--- src/rtl/core/nonuniform_color_quantizer_defines.svh ---
// Assertion macros used by the quantizer engine.
// Depends on nothing; each file that asserts includes it by bare name.
`ifndef NONUNIFORM_COLOR_QUANTIZER_DEFINES_SVH
`define NONUNIFORM_COLOR_QUANTIZER_DEFINES_SVH
`ifndef ASSERT_OFF
`define NCQ_ASSERT(lbl, clk, rstn, prop) \
  lbl: assert property (@(posedge clk) disable iff (!rstn) prop) else $error("ncq check failed");
`define NCQ_ASSERT_ALWAYS(lbl, clk, prop) \
  lbl: assert property (@(posedge clk) prop) else $error("ncq check failed");
`else
`define NCQ_ASSERT(lbl, clk, rstn, prop)
`define NCQ_ASSERT_ALWAYS(lbl, clk, prop)
`endif
`endif

--- src/rtl/core/ncq_pkg.sv ---
// Shared types and constants of the nonuniform color quantizer.
// Depends on nothing.
package ncq_pkg;
  localparam int NCQ_LEVELS = 256;
  localparam int NCQ_CHANNELS = 3;
  localparam int NCQ_QDEPTH = 2;
  localparam int DEF_PIXEL_COUNT_BITS = 20;
  localparam logic [3:0] LEVEL_BITS_RESET = 4'd2;
  localparam logic [3:0] LEVEL_BITS_MAX = 4'd8;
  localparam logic REQ_ACCUM = 1'b0;
  localparam logic REQ_MAP = 1'b1;
  localparam logic KIND_PIXEL = 1'b0;
  localparam logic KIND_BUILT = 1'b1;
  localparam logic REG_LEVEL_BITS = 1'b0;

  typedef enum logic [3:0] {
    ST_CLEAR, ST_IDLE, ST_ACC_RD, ST_ZERO, ST_WALK, ST_DONE, ST_MAP_CLS, ST_MAP_REP
  } eng_state_t;

  typedef struct packed {
    logic req_type;
    logic [NCQ_CHANNELS-1:0][7:0] pix;
    logic last;
  } cmd_t;

  typedef struct packed {
    logic valid;
    cmd_t cmd;
  } q_head_t;

  typedef struct packed {
    logic kind;
    logic [7:0] red;
    logic [7:0] green;
    logic [7:0] blue;
    logic [23:0] index;
  } res_t;
endpackage

--- src/rtl/core/ncq_front.sv ---
// Front part: accepts input beats and queues them as commands for the engine.
// Depends on ncq_pkg.
module ncq_front (
  input  logic           clk,
  input  logic           rst_n,
  input  logic           in_valid,
  output logic           in_ready,
  input  logic           in_req_type,
  input  logic [7:0]     in_pix_red,
  input  logic [7:0]     in_pix_green,
  input  logic [7:0]     in_pix_blue,
  input  logic           in_last_pixel,
  input  logic           pop,
  output ncq_pkg::q_head_t head
);
  import ncq_pkg::*;

  cmd_t       entries_r [NCQ_QDEPTH];
  logic       wr_ptr_r, wr_ptr_nxt;
  logic       rd_ptr_r, rd_ptr_nxt;
  logic [1:0] count_r, count_nxt;
  logic       push, do_pop;
  cmd_t       in_cmd;

  always_comb begin
    in_cmd.req_type = in_req_type;
    in_cmd.pix[0]   = in_pix_red;
    in_cmd.pix[1]   = in_pix_green;
    in_cmd.pix[2]   = in_pix_blue;
    in_cmd.last     = in_last_pixel;
  end

  assign in_ready   = (count_r != 2'(NCQ_QDEPTH));
  assign push       = in_valid && in_ready;
  assign do_pop     = pop && (count_r != 2'd0);
  assign head.valid = (count_r != 2'd0);
  assign head.cmd   = entries_r[rd_ptr_r];

  always_comb begin
    wr_ptr_nxt = push ? ~wr_ptr_r : wr_ptr_r;
    rd_ptr_nxt = do_pop ? ~rd_ptr_r : rd_ptr_r;
    count_nxt  = count_r + {1'b0, push} - {1'b0, do_pop};
  end

  always_ff @(posedge clk) begin
    if (!rst_n) begin
      wr_ptr_r <= 1'b0;
      rd_ptr_r <= 1'b0;
      count_r  <= 2'd0;
    end else begin
      wr_ptr_r <= wr_ptr_nxt;
      rd_ptr_r <= rd_ptr_nxt;
      count_r  <= count_nxt;
    end
  end

  always_ff @(posedge clk) begin
    if (push) begin
      entries_r[wr_ptr_r] <= in_cmd;
    end
  end
endmodule

--- config.mk ---
export PLATFORM = sky130hd
export DESIGN_NAME = ncq_front
export DESIGN_NICKNAME = d
export VERILOG_FILES = /design/src/rtl/core/nonuniform_color_quantizer_defines.svh /design/src/rtl/core/ncq_pkg.sv /design/src/rtl/core/ncq_front.sv
export SDC_FILE = /design/constraint.sdc
export NUM_CORES = 1
export LEC_CHECK = 0
export BUFFER_PORTS_ARGS = -buffer_cell sky130_fd_sc_hd__buf_4
export CAP_MARGIN = 20
export CORE_UTILIZATION = 55
export CTS_CLUSTER_SIZE = 24
export DETAILED_ROUTE_END_ITERATION = 10
export PLACE_DENSITY = 0.87
export SLEW_MARGIN = 10
export SYNTH_ARGS = -nofsm -noshare
export SYNTH_HDL_FRONTEND = slang
export SYNTH_SLANG_ARGS = --single-unit
--- constraint.sdc ---
create_clock -name clk -period 4.5 [get_ports clk]
set_input_delay 0.9 -clock clk [delete_from_list [all_inputs] [get_ports clk]]
set_output_delay 0.9 -clock clk [all_outputs]
set_load 0.02 [all_outputs]
==> metrics.csv <==
metric;value;unit
area of the multi-input gates;503.0;sq um
XOR/XNOR share of the synthesized area;1.186;%
reg2reg path depth;4;
core area;0.003771;sq mm
Post-Synthesis Cells;105;
crit path max fanout;26;
LEAKAGE;1.127;nW
post-CTS resize count;0;
first-pass GRT wire length;5651;um
post-synth cell types;18;
First-pass DRT Iterations;4;
simple-gate share of the synthesized area;2.767;%
Required @ worst endpoint;3.60;ns
relative slew slack;45.89;%
PnR Total Power;1.638;mW
ant diodes;0;
most frequent cells in the layout;58 x buf_4, 52 x edfxtp_1, 20 x mux2_4;
Worst Tran Pin Value;0.8116;ns
Worst Setup End Kind;output pin;
DP HPWL;2427;um
row count;22;
post-synthesis mux area share;17.05;%
grt ovf;0;
CP Cell Sequence;mux2_2 > buf_4;
delay-heaviest family, CP;flip-flops;
drt total wl;3576;um
ANT nets after route;0;
CP max-delay cell;dfxtp_2;
final hold violation count;0;
Clock transition at path regs;0.06;ns
worst hold margin;0.5193;ns
via count;1120;
final setup fails;0;
Post-route DRC;0;
vias in the first global route;1212;
CTS tree;built;
DRT iter0 DRCs;46;
register bit total from synthesis;57;
GRT Resource Usage Total;19.10;%
Layout Area Growth over Synthesis;28.29;%
gpl congestion;0.7028;
status;finished clean;
Final #Nets;203;
Adder-Cell Fraction of Synth Area;1.129;%
fmax;0.3750;GHz
post-synthesis compound-gate area fraction;0.3953;%
Startpoint Class;register;
WP buf/inv;1;
share of layout cells above drive strength 1;56.82;%
Worst Hold Class;reg -> reg;
Synth warnings;0;
H-Tree Depth;3;
die area;0.004287;sq mm
wire length per cell;15.96;um
Worst path max stage delay;0.86;ns
PD cells;576.1;mW/mm^2
Port Buffers;57;
mapped cell area;0.002216;sq mm
Max Cap Viol;0;
clock skew;0.005838;ns
minimum period implied by the final worst setup slack;2.666;ns
initial antenna violation count;0;
hold_buf cts;0;
synthesized net count;137;
Final period util;59.25;%
Num Clock Sinks;57;
instance count on the critical path;2;
unrepaired setup endpoints after global routing;false;
number of setup buffers added after CTS;0;
most common cell after layout, fill and taps aside;buf_4;
Worst VDD drop;0.3301;mV
chip height;65.48;um
largest family of logic cells by synthesized area;multiplexers;
Initial Utilization;58.76;%
vias per cell;5.000;
arrival time at the worst endpoint;1.77;ns
Slew Limit Fails;0;
setup_tns;0;ns
number of CTS-inserted buffers;9;
Clock Latency Late Sink;0.32;ns
Setup Crit Path Kind;reg -> out;
sequential cell area;0.001663;sq mm
deepest clock path buffer count;2;
Mapped Avg Cell Area;21.10;sq um
filler instances;226;
hold path cells;2;
die width;65.48;um
clock root buffer;clkbuf_8;
largest net degree at the start of global routing;27;
IO Count;58;
sequential fraction of the synthesis area;74.99;%
per-stage QoR:
| stage | util (%) | setup slack, ns | std cells | cell area [sq um] |
|---|---|---|---|---|
| 2_1_floorplan | - | 1.983 | 105 | 2216 |
| 3_3_place_gp | 70.64 | 2.198 | 208 | 2664 |
| 3_5_place_dp | 70.64 | 2.107 | 208 | 2664 |
| 4_1_cts | 75.35 | 1.805 | 224 | 2841 |
| 5_1_grt | 75.38 | 1.745 | 224 | 2843 |
| 6_report | 75.38 | 1.834 | 224 | 2843 |
logic make-up (layout without fill, tap and decap cells):
logic type	Yosys count	count (layout)
flip-flops	57	57
multiplexers	27	27
AND/OR/NAND/NOR	11	11
buffers and inverters	4	75
XOR/XNOR	3	3
adder cells (fa/ha/maj)	2	2
AO/OA/AOI/OAI	1	1
synth_stat cells (all sizes together):
| library cell | count | area (sq um) |
|---|---|---|
| edfxtp | 52 | 1562 |
| nor2b | 2 | 12.51 |
| inv | 1 | 3.750 |
| and2 | 2 | 12.51 |
| nand2b | 2 | 12.51 |
| and3 | 1 | 6.260 |
| nor2 | 1 | 3.750 |
| mux2i | 1 | 10.01 |
| nand2 | 2 | 7.510 |
| or2 | 1 | 6.260 |
| ha | 2 | 25.02 |
| buf | 3 | 51.30 |
| dfxtp | 5 | 100.1 |
| xnor2 | 3 | 26.28 |
| o21a | 1 | 8.760 |
| mux2 | 26 | 367.9 |
area by class of cell:
cell class / count / area share, %
clock inverters: 5 / 1.629
clock buffers: 11 / 4.621
well taps: 48 / 2.113
repair buffers: 58 / 15.32
inverters: 1 / 0.1320
flip-flops and latches: 57 / 58.49
multi-input cells: 44 / 17.69
worst min-delay path, cell delays in order (launching register included):
cell and delay (ns):
dfxtp_1 0.33, nand2_1 0.07, mux2i_1 0.07
path summary, 6_finish.rpt:
check / start / endpoint / slack [ns]
setup / recovery: register / head[0] / 1.83
hold / removal: wr_ptr_r / wr_ptr_r / 0.52
setup reg to reg: count_r[0] / entries_r[0][10] / 2.72
hold reg to reg: wr_ptr_r / wr_ptr_r / 0.52
state kept, by name (all words and copies together), names as in the netlist, named ones only:
| name | cells |
|---|---|
| wr_ptr_r | 1 |
| entries_r | 52 |
| rd_ptr_r | 1 |
| count_r | 2 |
where the power goes:
part           leakage (nW)  switching, mW  internal, mW  total, mW
registers             0.528         0.0649         0.669      0.734
logic                 0.510          0.220         0.257      0.476
clock network        0.0898          0.178         0.249      0.428
per-layer routing:
| layer | part of all wire (%) | GRT usage (%) | vias to the layer above |
|---|---|---|---|
| met5 | 0 | 0 | - |
| met4 | 1.5 | 11.68 | 0 |
| met3 | 5.1 | 4.167 | 5 |
| met2 | 56 | 33.89 | 40 |
| met1 | 37 | 20.58 | 545 |
| li1 | - | - | 530 |
No activity file was read; power rests on OpenSTA's default activity.
